[config.mk]
export PLATFORM = sky130hd
export DESIGN_NAME = greedy_coin_change_top
export DESIGN_NICKNAME = d
export VERILOG_FILES = /design/src/rtl/gcc_pkg.sv /design/src/rtl/gcc_cell.sv /design/src/rtl/gcc_regs.sv /design/src/rtl/greedy_coin_change_top.sv
export SDC_FILE = /design/constraint.sdc
export NUM_CORES = 1
export LEC_CHECK = 0
export BUFFER_PORTS_ARGS = -buffer_cell sky130_fd_sc_hd__buf_2
export CAP_MARGIN = 15
export CORE_UTILIZATION = 30
export CTS_CLUSTER_SIZE = 40
export DETAILED_ROUTE_END_ITERATION = 12
export GPL_TIMING_DRIVEN = 0
export PLACE_DENSITY = 0.5
export SYNTH_ARGS = -nofsm -noshare
export SYNTH_HDL_FRONTEND = slang
export SYNTH_HIERARCHICAL = 1
export SYNTH_SLANG_ARGS = --single-unit
[constraint.sdc]
create_clock -name clk -period 15.9 [get_ports clk]
set_input_delay 0 -clock clk [delete_from_list [all_inputs] [get_ports clk]]
set_output_delay 0 -clock clk [all_outputs]
set_load 0.01 [all_outputs]
[src/rtl/gcc_pkg.sv]
// ----------------------------------------------------------------------------
// gcc_pkg: shared constants for the greedy coin change block
// Register map size, field widths and parameter defaults.
// ----------------------------------------------------------------------------
package gcc_pkg;

    localparam int NUM_DENOMS_DEF  = 8;
    localparam int VALUE_WIDTH_DEF = 16;

    localparam int FIELD_W   = 16;
    localparam int REG_COUNT = 8;
    localparam int REG_IDX_W = 3;
    localparam int ADDR_W    = 5;
    localparam int DATA_W    = 32;
    localparam int SLOT_W    = 3;

endpackage

[src/rtl/gcc_cell.sv]
// ----------------------------------------------------------------------------
// gcc_cell: one restoring division step
// Shifts in one dividend bit, compares against the divisor and produces one
// quotient bit; all values are registered and handed to the next cell.
// ----------------------------------------------------------------------------
module gcc_cell #(
    parameter int W = gcc_pkg::VALUE_WIDTH_DEF
) (
    input  logic         clk,
    input  logic [W-1:0] rem_in,
    input  logic [W-1:0] num_in,
    input  logic [W-1:0] quo_in,
    input  logic [W-1:0] div_in,
    output logic [W-1:0] rem_out,
    output logic [W-1:0] num_out,
    output logic [W-1:0] quo_out,
    output logic [W-1:0] div_out
);

    logic [W-1:0] rem_reg;
    logic [W-1:0] num_reg;
    logic [W-1:0] quo_reg;
    logic [W-1:0] div_reg;

    logic [W:0] trial;
    logic [W:0] diff;
    logic       fits;

    always_comb
    begin
        trial = {rem_in, num_in[W-1]};
        diff  = trial - {1'b0, div_in};
        fits  = (trial >= {1'b0, div_in});
    end

    always_ff @(posedge clk)
    begin
        rem_reg <= fits ? diff[W-1:0] : trial[W-1:0];
        num_reg <= {num_in[W-2:0], 1'b0};
        quo_reg <= {quo_in[W-2:0], fits};
        div_reg <= div_in;
    end

    assign rem_out = rem_reg;
    assign num_out = num_reg;
    assign quo_out = quo_reg;
    assign div_out = div_reg;

endmodule

[src/rtl/gcc_regs.sv]
// ----------------------------------------------------------------------------
// gcc_regs: denomination register file
// APB-style write and registered read; a second registered read port serves
// the slot sequencer.
// ----------------------------------------------------------------------------
module gcc_regs (
    input  logic                           clk,
    input  logic                           rst_n,
    input  logic                           psel,
    input  logic                           penable,
    input  logic                           pwrite,
    input  logic [gcc_pkg::ADDR_W-1:0]     paddr,
    input  logic [gcc_pkg::DATA_W-1:0]     pwdata,
    output logic [gcc_pkg::DATA_W-1:0]     prdata,
    output logic                           pready,
    input  logic [gcc_pkg::REG_IDX_W-1:0]  rd_addr,
    output logic [gcc_pkg::FIELD_W-1:0]    rd_data
);

    logic [gcc_pkg::FIELD_W-1:0]   denom_reg [0:gcc_pkg::REG_COUNT-1];
    logic [gcc_pkg::DATA_W-1:0]    prdata_reg;
    logic [gcc_pkg::FIELD_W-1:0]   rd_data_reg;
    logic [gcc_pkg::REG_IDX_W-1:0] apb_idx;

    assign apb_idx = paddr[gcc_pkg::ADDR_W-1:2];

    always_ff @(posedge clk or negedge rst_n)
    begin
        if (!rst_n)
        begin
            for (int i = 0; i < gcc_pkg::REG_COUNT; i++)
            begin
                denom_reg[i] <= '0;
            end
        end
        else if (psel && penable && pwrite)
        begin
            denom_reg[apb_idx] <= pwdata[gcc_pkg::FIELD_W-1:0];
        end
    end

    // sample read data in the setup cycle
    always_ff @(posedge clk)
    begin
        if (psel && !penable)
        begin
            prdata_reg <= gcc_pkg::DATA_W'(denom_reg[apb_idx]);
        end
        rd_data_reg <= denom_reg[rd_addr];
    end

    assign prdata  = prdata_reg;
    assign pready  = 1'b1;
    assign rd_data = rd_data_reg;

endmodule

[src/rtl/greedy_coin_change_top.sv]
// ----------------------------------------------------------------------------
// greedy_coin_change_top: greedy split of an amount over denomination slots
// One input word per amount; one output word per slot, last slot marked.
// ----------------------------------------------------------------------------
// Each slot runs through a chain of VALUE_WIDTH division cells, one quotient
// bit per cell, and the result is then loaded into the output register; a
// stall on the output side holds the current slot. A new amount is taken in
// the idle cycle that follows the load of the last slot's word, while that
// word may still wait to be taken, so an amount is not taken before every
// slot of the previous amount has been loaded.
module greedy_coin_change_top #(
    parameter int NUM_DENOMS  = gcc_pkg::NUM_DENOMS_DEF,
    parameter int VALUE_WIDTH = gcc_pkg::VALUE_WIDTH_DEF
) (
    input  logic                       clk,
    input  logic                       rst_n,
    input  logic                       psel,
    input  logic                       penable,
    input  logic                       pwrite,
    input  logic [gcc_pkg::ADDR_W-1:0] paddr,
    input  logic [gcc_pkg::DATA_W-1:0] pwdata,
    output logic [gcc_pkg::DATA_W-1:0] prdata,
    output logic                       pready,
    input  logic                       s_tvalid,
    output logic                       s_tready,
    input  logic [15:0]                s_tdata,   // [15:0] change_amount
    output logic                       m_tvalid,
    input  logic                       m_tready,
    output logic [31:0]                m_tdata,   // [15:0] coin_value, [31:16] coin_count
    output logic [2:0]                 m_tuser,   // [2:0] slot_index
    output logic                       m_tlast
);

    localparam int W      = VALUE_WIDTH;
    localparam int FW     = gcc_pkg::FIELD_W;
    localparam int CW     = (W > FW) ? W : FW;
    localparam int SW     = (NUM_DENOMS > 1) ? $clog2(NUM_DENOMS) : 1;
    localparam int STEP_W = $clog2(W + 1);

    localparam logic ST_IDLE = 1'b0;
    localparam logic ST_RUN  = 1'b1;

    logic              state_reg,  state_next;
    logic [SW-1:0]     slot_reg,   slot_next;
    logic [STEP_W-1:0] step_reg,   step_next;
    logic [W-1:0]      amt_reg,    amt_next;
    logic              m_tvalid_reg, m_tvalid_next;
    logic [FW-1:0]     value_reg,  value_next;
    logic [FW-1:0]     count_reg,  count_next;
    logic [SW-1:0]     index_reg,  index_next;
    logic              last_reg,   last_next;

    logic [FW-1:0]     denom;
    logic [CW-1:0]     denom_wide;
    logic [W-1:0]      divisor;
    logic [CW-1:0]     amt_wide;
    logic [CW-1:0]     quo_wide;
    logic [FW-1:0]     count_sat;
    logic              slot_last;
    logic              out_free;

    logic [W-1:0] rem_c [0:W];
    logic [W-1:0] num_c [0:W];
    logic [W-1:0] quo_c [0:W];
    logic [W-1:0] div_c [0:W];

    gcc_regs u_regs (
        .clk     (clk),
        .rst_n   (rst_n),
        .psel    (psel),
        .penable (penable),
        .pwrite  (pwrite),
        .paddr   (paddr),
        .pwdata  (pwdata),
        .prdata  (prdata),
        .pready  (pready),
        .rd_addr (gcc_pkg::REG_IDX_W'(slot_next)),
        .rd_data (denom)
    );

    assign denom_wide = CW'(denom);
    assign divisor    = denom_wide[W-1:0];
    assign amt_wide   = CW'(s_tdata);

    assign rem_c[0] = '0;
    assign num_c[0] = amt_reg;
    assign quo_c[0] = '0;
    assign div_c[0] = divisor;

    for (genvar k = 0; k < W; k++)
    begin : g_chain
        gcc_cell #(
            .W (W)
        ) u_cell (
            .clk     (clk),
            .rem_in  (rem_c[k]),
            .num_in  (num_c[k]),
            .quo_in  (quo_c[k]),
            .div_in  (div_c[k]),
            .rem_out (rem_c[k+1]),
            .num_out (num_c[k+1]),
            .quo_out (quo_c[k+1]),
            .div_out (div_c[k+1])
        );
    end

    assign quo_wide  = CW'(quo_c[W]);
    assign count_sat = (quo_wide > CW'({FW{1'b1}})) ? {FW{1'b1}} : quo_wide[FW-1:0];
    assign slot_last = (slot_reg == SW'(NUM_DENOMS - 1));
    assign out_free  = !m_tvalid_reg || m_tready;
    assign s_tready  = (state_reg == ST_IDLE);

    always_comb
    begin
        state_next    = state_reg;
        slot_next     = slot_reg;
        step_next     = step_reg;
        amt_next      = amt_reg;
        m_tvalid_next = m_tvalid_reg && !m_tready;
        value_next    = value_reg;
        count_next    = count_reg;
        index_next    = index_reg;
        last_next     = last_reg;

        unique case (state_reg)
            ST_IDLE:
            begin
                if (s_tvalid)
                begin
                    amt_next   = amt_wide[W-1:0];
                    slot_next  = '0;
                    step_next  = '0;
                    state_next = ST_RUN;
                end
            end
            ST_RUN:
            begin
                if (step_reg != STEP_W'(W))
                begin
                    step_next = step_reg + 1'b1;
                end
                else if (out_free)
                begin
                    m_tvalid_next = 1'b1;
                    value_next    = denom;
                    index_next    = slot_reg;
                    last_next     = slot_last;
                    if (divisor == '0)
                    begin
                        count_next = '0;
                    end
                    else
                    begin
                        count_next = count_sat;
                        amt_next   = rem_c[W];
                    end
                    step_next = '0;
                    if (slot_last)
                    begin
                        slot_next  = '0;
                        state_next = ST_IDLE;
                    end
                    else
                    begin
                        slot_next = slot_reg + 1'b1;
                    end
                end
            end
            default:
            begin
                state_next = ST_IDLE;
            end
        endcase
    end

    always_ff @(posedge clk or negedge rst_n)
    begin
        if (!rst_n)
        begin
            state_reg    <= ST_IDLE;
            slot_reg     <= '0;
            step_reg     <= '0;
            m_tvalid_reg <= 1'b0;
        end
        else
        begin
            state_reg    <= state_next;
            slot_reg     <= slot_next;
            step_reg     <= step_next;
            m_tvalid_reg <= m_tvalid_next;
        end
    end

    always_ff @(posedge clk)
    begin
        amt_reg   <= amt_next;
        value_reg <= value_next;
        count_reg <= count_next;
        index_reg <= index_next;
        last_reg  <= last_next;
    end

    assign m_tvalid = m_tvalid_reg;
    assign m_tdata  = {count_reg, value_reg};
    assign m_tuser  = gcc_pkg::SLOT_W'(index_reg);
    assign m_tlast  = last_reg;

endmodule
==> impl_metrics.ini, run 1 <==
[cts]
cts.clk_slew.worst_paths_ns = 0.06
htree_levels = 3
postCtsSetupBuffers = 0
cts_tree = done
cts_buffers = 105
clk_path_buf_depth = 3
clock_latency_ns = 0.74
cts_num_sinks = 974
root_buffer = clkbuf_16

[setup_path]
crit_path_top_delay_cell = clkbuf_1
cp.required_ns = 16.49
cp_max_fo = 10
end_kind = flip-flop
r2r_start = slot_reg[0]$_DFF_PN0_
ff2ff_path_depth = 7
worst-path-buf-inv = 2
cp_top_family = buffers and inverters
crit_start = slot_reg[0]$_DFF_PN0_
setup.worst_path.start_class = flip-flop
worst_ep_arrival_time_ns = 4.16
critical_path_class = flip-flop to flip-flop
path_common_cell = ha_1
r2r-end = u_regs/rd_data[0]$_DFF_P_
rrSetupSlack_ns = 12.32
cp-endpoint = u_regs/rd_data[0]$_DFF_P_
path_depth = 7
crit_chain = ha_1 > ha_1 > or4_1 > o211ai_1 > buf_1 > clkbuf_1 > mux2_2
cpPeakStageDelay_ns = 0.83

[drt]
avgViaCountPerCell = 4.702
vias = 29020
initialDrtViolationCount = 1666
drtPass1Iterations = 5
ant_nets = 0
routed_wl_um = 105400
drc = 0
wire_per_inst_um = 17.08

[placement]
routabilityCongestion = 0.8545
pre_cts_slack_ns = 12.43
dpl.hpwl_um = 77020
io_buffers = 94
postPlaceCellArea_um2 = 47160

[synth]
syn-instance-count = 3851
synth_area_um2 = 43970
syn_area_per_cell_um2 = 11.42
yosysWarnings = 6

[timing]
setup-tns-final_ns = 0
setup_viol = 0
hold_viol_final = 0
setup_slack_ns = 12.32
tightest_slew_ns = 1.081
drv_slew = 0
post-route-period-util_pct = 22.49
max-slew-margin-rel_pct = 27.94
fmaxAchievable_mhz = 279.7
rsz0062_at_grt = false
finalCriticalPeriod_ns = 3.575
clock_skew_ns = 0.05939

[hold_path]
hp-start = s_tdata[15]
min_path_type = primary input to flip-flop

[global_routing]
grt_pass1_wl_um = 164300
grt_pass1_vias = 28740
grt_max_degree = 93
track_usage_pct = 14.15
antenna_found_initial = 16
grt.overflow.total = 0

[layout]
fillers = 14370
final_util_pct = 35.35
largest_reg_flops = 256
area_delta_synth_final_pct = 17.01
fin_area_um2 = 51450
drive_gt1_share_pct = 22.30
nets = 4495

[die]
initial_core_util_pct = 30.21
die_h_um = 384.8
core_region_area_um2 = 145600
placementRows = 140
ios = 131
dieArea_um2 = 148100
die_x_um = 384.8

[flow_run]
drv_cap = 0

[status]
status = completed
## final cells by class
type                            instances  area [um2]  area share (%)
Multi-Input combinational cell       2442       21150           41.10
Clock buffer                          125        2835           5.511
Antenna cell                            3       7.507         0.01459
Sequential cell                       974       20870           40.56
Clock inverter                         75       909.6           1.768
Tap cell                             1917        2399           4.662
Timing Repair Buffer                  155        1152           2.240
Inverter                              361        1358           2.639
Buffer                                119       772.0           1.500
## cell usage in the layout, fill, tap and decap left out, drive strengths merged, types with 18 or more instances in the layout
master and n:
a211o 28, a211oi 77, a21boi 24, a21o 88, a21oi 190, and2 19, buf 195, clkbuf 153
clkinv 37, conb 48, dfrtp 138, dfxtp 768, dlygate4sd3 51, edfxtp 68, ha 261, inv 371
mux2 381, mux2i 44, mux4 62, nand2 126, nand3 50, nand4 46, nor2 176, nor2b 54
nor3 43, nor3b 18, o211ai 40, o21a 64, o21ai 196, o31a 30, o31ai 31, xnor2 85
xor2 55
## tightest hold or removal path: cells and delay by family
kind,cells,cell delay [ns]
buffers and inverters,2,0.63
muxes,1,0.14
## layer usage
layer	wire length (um)	track usage (%)	up-vias
li1	-	-	14390
met5	130	0	-
met2	47260	22.39	550
met1	49030	18.69	13850
met4	3734	5.093	22
met3	5225	3.393	202
## how the worst min path moves through the flow
| stage | depth (start not counted) | slack, ns | to |
|---|---|---|---|
| final | 3 | 0.14 | amt_reg[15]$_DFFE_PP_ |
| after global routing | 3 | 0.10 | amt_reg[14]$_DFFE_PP_ |
| after CTS | 3 | 0.08 | u_regs/denom_reg[59]$_DFFE_PN0P_ |
| after detailed placement | 1 | -0.03 | u_regs/denom_reg[42]$_DFFE_PN0P_ |
| after global placement | 2 | 0.24 | step_reg[3]$_DFFE_PN0P_ |
| after floorplan | 0 | -0.30 | m_tvalid$_DFF_PN0_ |
## repair_timing
action	in CTS	in global routing
hold buffers	52	0
hold endpoints to repair	307	0
setup endpoints to repair	0	0
gates resized for setup	0	0
## metrics by stage
stage	std cells	hold WS (ns)
floorplan	3896	-0.2956
global placement	5907	0.2404
detailed placement	5916	-0.02502
CTS	6168	0.08189
global route	6170	0.1013
finish	6171	0.1425
Power of run 1 is left out: the tool's default activity adds up to more than one toggle a clock period on the data nets, which glitch-free logic cannot reach.
==> run 2, diff against run 1 <==
- PLACE_DENSITY: 0.5 -> 0.52
- clock period: 15.9 -> 3.23 ns (I/O delays scaled with it)
==> impl_metrics.ini, run 2 (synthesis results as in run 1) <==
[status]
status = completed

[drt]
drtPass1Iterations = 7
initialDrtViolationCount = 1557
drc = 0
avgViaCountPerCell = 4.705
wire_per_inst_um = 16.85
ant_nets = 0
vias = 29050
routed_wl_um = 104000

[timing]
fmaxAchievable_mhz = 320.4
post-route-period-util_pct = 96.64
setup-tns-final_ns = 0
hold_slack_ns = 0.07373
rsz0062_at_grt = false
max-slew-margin-rel_pct = 35.21
tightest_slew_ns = 0.9719
hold_viol_final = 0
clock_skew_ns = 0.05650
drv_slew = 0
setup_viol = 0
finalCriticalPeriod_ns = 3.121

[layout]
nets = 4500
final_cell_mix = dfxtp_1 (768), inv_1 (360), mux2_2 (274), ha_1 (261), a21oi_1 (183)
largest_reg_flops = 256
final_util_pct = 35.34
drive_gt1_share_pct = 22.44
fillers = 14320
mostFrequentLayoutCell = dfxtp_1
area_delta_synth_final_pct = 16.99

[setup_path]
ff2ff_path_depth = 8
crit_start = step_reg[0]$_DFFE_PN0P_
setup.worst_path.start_class = flip-flop
r2r_start = step_reg[0]$_DFFE_PN0P_
rrSetupSlack_ns = 0.11
worst_ep_arrival_time_ns = 3.71
cp_max_fo = 10
end_kind = flip-flop
critical_path_class = flip-flop to flip-flop
cp.required_ns = 3.82
r2r-end = u_regs/rd_data[2]$_DFF_P_

[global_routing]
grt_pass1_wl_um = 162400
track_usage_pct = 13.91
grt_pass1_vias = 28540
grt.overflow.total = 0
antenna_found_initial = 17
grt_max_degree = 95

[hold_path]
min_path_cells = 3
min_path_type = primary input to flip-flop
hp-start = s_tvalid
worstHoldEndpoint = step_reg[3]$_DFFE_PN0P_

[die]
dieArea_um2 = 148100
die_h_um = 384.8
initial_core_util_pct = 30.21
core_region_area_um2 = 145600
ios = 131
die_x_um = 384.8
placementRows = 140

[cts]
htree_levels = 3
cts_tree = done
clock_latency_ns = 0.74
cts.clk_slew.worst_paths_ns = 0.06
clk_path_buf_depth = 3
cts_buffers = 103
root_buffer = clkbuf_16
cts_num_sinks = 974

[placement]
dpl.hpwl_um = 76190
io_buffers = 94
routabilityCongestion = 0.8678

[flow_run]
drv_cap = 0
-- run 2: changes by cell type in the layout (fill, tap and decap cells not counted), sizes merged --
cell	before	now
clkinv	37	35
clkinvlp	14	9
buf	195	205
inv	371	366
dlygate4sd3	51	47
clkbuf	153	164
diode	3	5
bufinv	14	10
-- run 2: critical path: stages (launching register included) --
cell       delay [ns]
dfrtp_1          0.41
inv_1            0.07
ha_1             0.24
nand4bb_4        0.17
nor2_1           0.08
o211ai_1         0.75
clkbuf_2         0.53
mux4_2           0.38
mux2_2           0.34
-- run 2: per-layer routing --
layer	vias up	part of all wire (%)	GRT usage [%]
met5	-	0.16	0
met4	26	2.7	4.174
met3	199	4.6	3.007
met2	512	45	22.02
met1	13930	48	18.86
li1	14390	-	-
-- run 2: area by class of cell --
class / count / area (um2) / area share [%]
diodes: 5 / 12.51 / 0.02432
plain buffers: 119 / 785.8 / 1.527
clock buffers: 135 / 2934 / 5.704
clock inverters: 59 / 710.7 / 1.381
inverters: 361 / 1358 / 2.639
multi-input cells: 2442 / 21150 / 41.12
flip-flops and latches: 974 / 20870 / 40.57
well taps: 1917 / 2399 / 4.663
repair buffers: 162 / 1220 / 2.371
-- run 2: what timing repair did --
item                                    4_1_cts  5_1_grt
resized for setup                             6        3
hold buffers                                 48        0
buffers inserted                              0       14
pin swaps                                     5        6
endpoints found under the setup margin       40       43
hold endpoints to repair                    309        0
-- run 2: worst max-delay path by stage --
stage	endpoint	slack, ns	cells after the start
finish	u_regs/rd_data[2]$_DFF_P_	0.11	8
detailed placement	u_regs/rd_data[2]$_DFF_P_	-0.17	8
global placement	u_regs/rd_data[11]$_DFF_P_	-2.00	9
CTS	u_regs/rd_data[11]$_DFF_P_	0.04	9
floorplan	u_regs/rd_data[14]$_DFF_P_	0.02	9
global route	u_regs/rd_data[11]$_DFF_P_	0.0003	9
-- run 2: metrics by stage --
stage	cells	area (um2)	setup WS [ns]
global placement	5907	47020	-1.999
global route	6170	51430	0.0002909
finish	6174	51440	0.1086
floorplan	3896	44150	0.01641
CTS	6155	51320	0.03568
detailed placement	5913	47170	-0.1675
Power of run 2 is left out for the same reason.
==> run 3, diff against run 2 <==
- BUFFER_PORTS_ARGS: -buffer_cell sky130_fd_sc_hd__buf_2 -> -buffer_cell sky130_fd_sc_hd__buf_4
- REMOVE_ABC_BUFFERS: default -> 1
==> impl_metrics.ini, run 3 (synthesis results as in run 1) <==
[cts]
htree_levels = 3
clock_latency_ns = 0.72
cts_tree = done
cts_num_sinks = 974
cts.clk_slew.worst_paths_ns = 0.06
clk_path_buf_depth = 3
cts_buffers = 105
root_buffer = clkbuf_16

[layout]
mostFrequentLayoutCell = dfxtp_1
final_cell_mix = dfxtp_1 (767), inv_1 (360), mux2_2 (274), ha_1 (261), a21oi_1 (183)
nets = 4404
fin_area_um2 = 51270
largest_reg_flops = 256
final_util_pct = 35.22
area_delta_synth_final_pct = 16.61
finalNonFillerCells = 6075
drive_gt1_share_pct = 21.19

[placement]
postPlaceCellArea_um2 = 47010
dpl.cell_count = 5821
io_buffers = 95
dpl.hpwl_um = 73140
routabilityCongestion = 0.8237

[drt]
avgViaCountPerCell = 4.719
drc = 0
vias = 28670
ant_nets = 0
initialDrtViolationCount = 1711
wire_per_inst_um = 16.48
routed_wl_um = 100100
drtPass1Iterations = 7

[timing]
clock_skew_ns = 0.04343
hold_slack_ns = 0.1155
tightest_slew_ns = 1.167
fmaxAchievable_mhz = 323.3
hold_viol_final = 0
setup_viol = 0
max-slew-margin-rel_pct = 22.21
finalCriticalPeriod_ns = 3.093
drv_slew = 0
rsz0062_at_grt = false
post-route-period-util_pct = 95.76

[setup_path]
crit_chain = inv_1 > ha_1 > nor2b_1 > o31a_1 > o31ai_2 > a211oi_2 > a2111oi_4 > buf_6 > mux2_2
cp.required_ns = 3.82
end_kind = flip-flop
ff2ff_path_depth = 9
r2r_start = g_chain[2].u_cell/div_out[1]$_DFF_P_
cpPeakStageDelay_ns = 0.56
crit_path_top_delay_cell = a2111oi_4
critical_path_class = flip-flop to flip-flop
crit_start = g_chain[2].u_cell/div_out[1]$_DFF_P_
setup.worst_path.start_class = flip-flop
worst_ep_arrival_time_ns = 3.69
cp_max_fo = 11

[global_routing]
grt_pass1_vias = 28440
grt_pass1_wl_um = 156800
grt_max_degree = 77
track_usage_pct = 13.31
grt.overflow.total = 0
antenna_found_initial = 15

[die]
core_region_area_um2 = 145600
initial_core_util_pct = 30.21
placementRows = 140
dieArea_um2 = 148100
ios = 131
die_x_um = 384.8
die_h_um = 384.8

[flow_run]
drv_cap = 0

[hold_path]
min_path_cells = 3
hp-start = pwdata[4]
min_path_type = primary input to flip-flop

[status]
status = completed
run 3: final cells by class:
cell class,instances,area [um2]
sequential,974,20870
timing repair buffer,183,1753
clock inverter,46,670.6
fill,14300,94290
clock buffer,151,3012
antenna,1,2.502
multi-input combinational,2442,21210
inverter,361,1358
tap,1917,2399
run 3: repair_timing:
item                                    4_1_cts  5_1_grt
hold endpoints to repair                    323        0
pin swaps                                     4        3
setup buffers                                 3        7
endpoints found under the setup margin       44       29
resized for setup                             3        3
hold buffers                                 46        0
run 3: per-layer routing:
layer / track usage (%) / up-vias / share of wire [%]
li1: - / 14220 / -
met1: 18.18 / 13720 / 48
met2: 20.85 / 495 / 44
met3: 2.801 / 200 / 4.4
met4: 4.284 / 24 / 3.0
met5: 0 / - / 0.15
run 3: path summary, 6_finish.rpt:
kind,end,slack (ns)
min reg2reg,g_chain[12].u_cell/quo_out[11]$_DFF_P_,0.31
max,g_chain[3].u_cell/rem_out[3]$_DFF_P_,0.14
max reg2reg,g_chain[3].u_cell/rem_out[3]$_DFF_P_,0.14
max in group asynchronous,slot_reg[0]$_DFF_PN0_,2.50
min,u_regs/denom_reg[116]$_DFFE_PN0P_,0.12
min in group asynchronous,u_regs/denom_reg[4]$_DFFE_PN0P_,0.37
run 3: metrics by stage:
step	setup slack, ns	setup TNS, ns
after floorplan	-5.682	-162.06
after global placement	-17.07	-651.44
after detailed placement	-0.2268	-5.458
after CTS	0.008725	0
after global routing	0.01096	0
final	0.1370	0
run 3: critical path, delay by kind of cell, from the launching register on:
| kind | cells | cell delay [ns] |
|---|---|---|
| AO/OA/AOI/OAI | 4 | 1.46 |
| adder cells (fa/ha/maj) | 1 | 0.28 |
| buffers and inverters | 2 | 0.33 |
| flip-flops | 1 | 0.38 |
| multiplexers | 1 | 0.35 |
| AND/OR/NAND/NOR | 1 | 0.15 |
Power of run 3 is left out for the same reason.
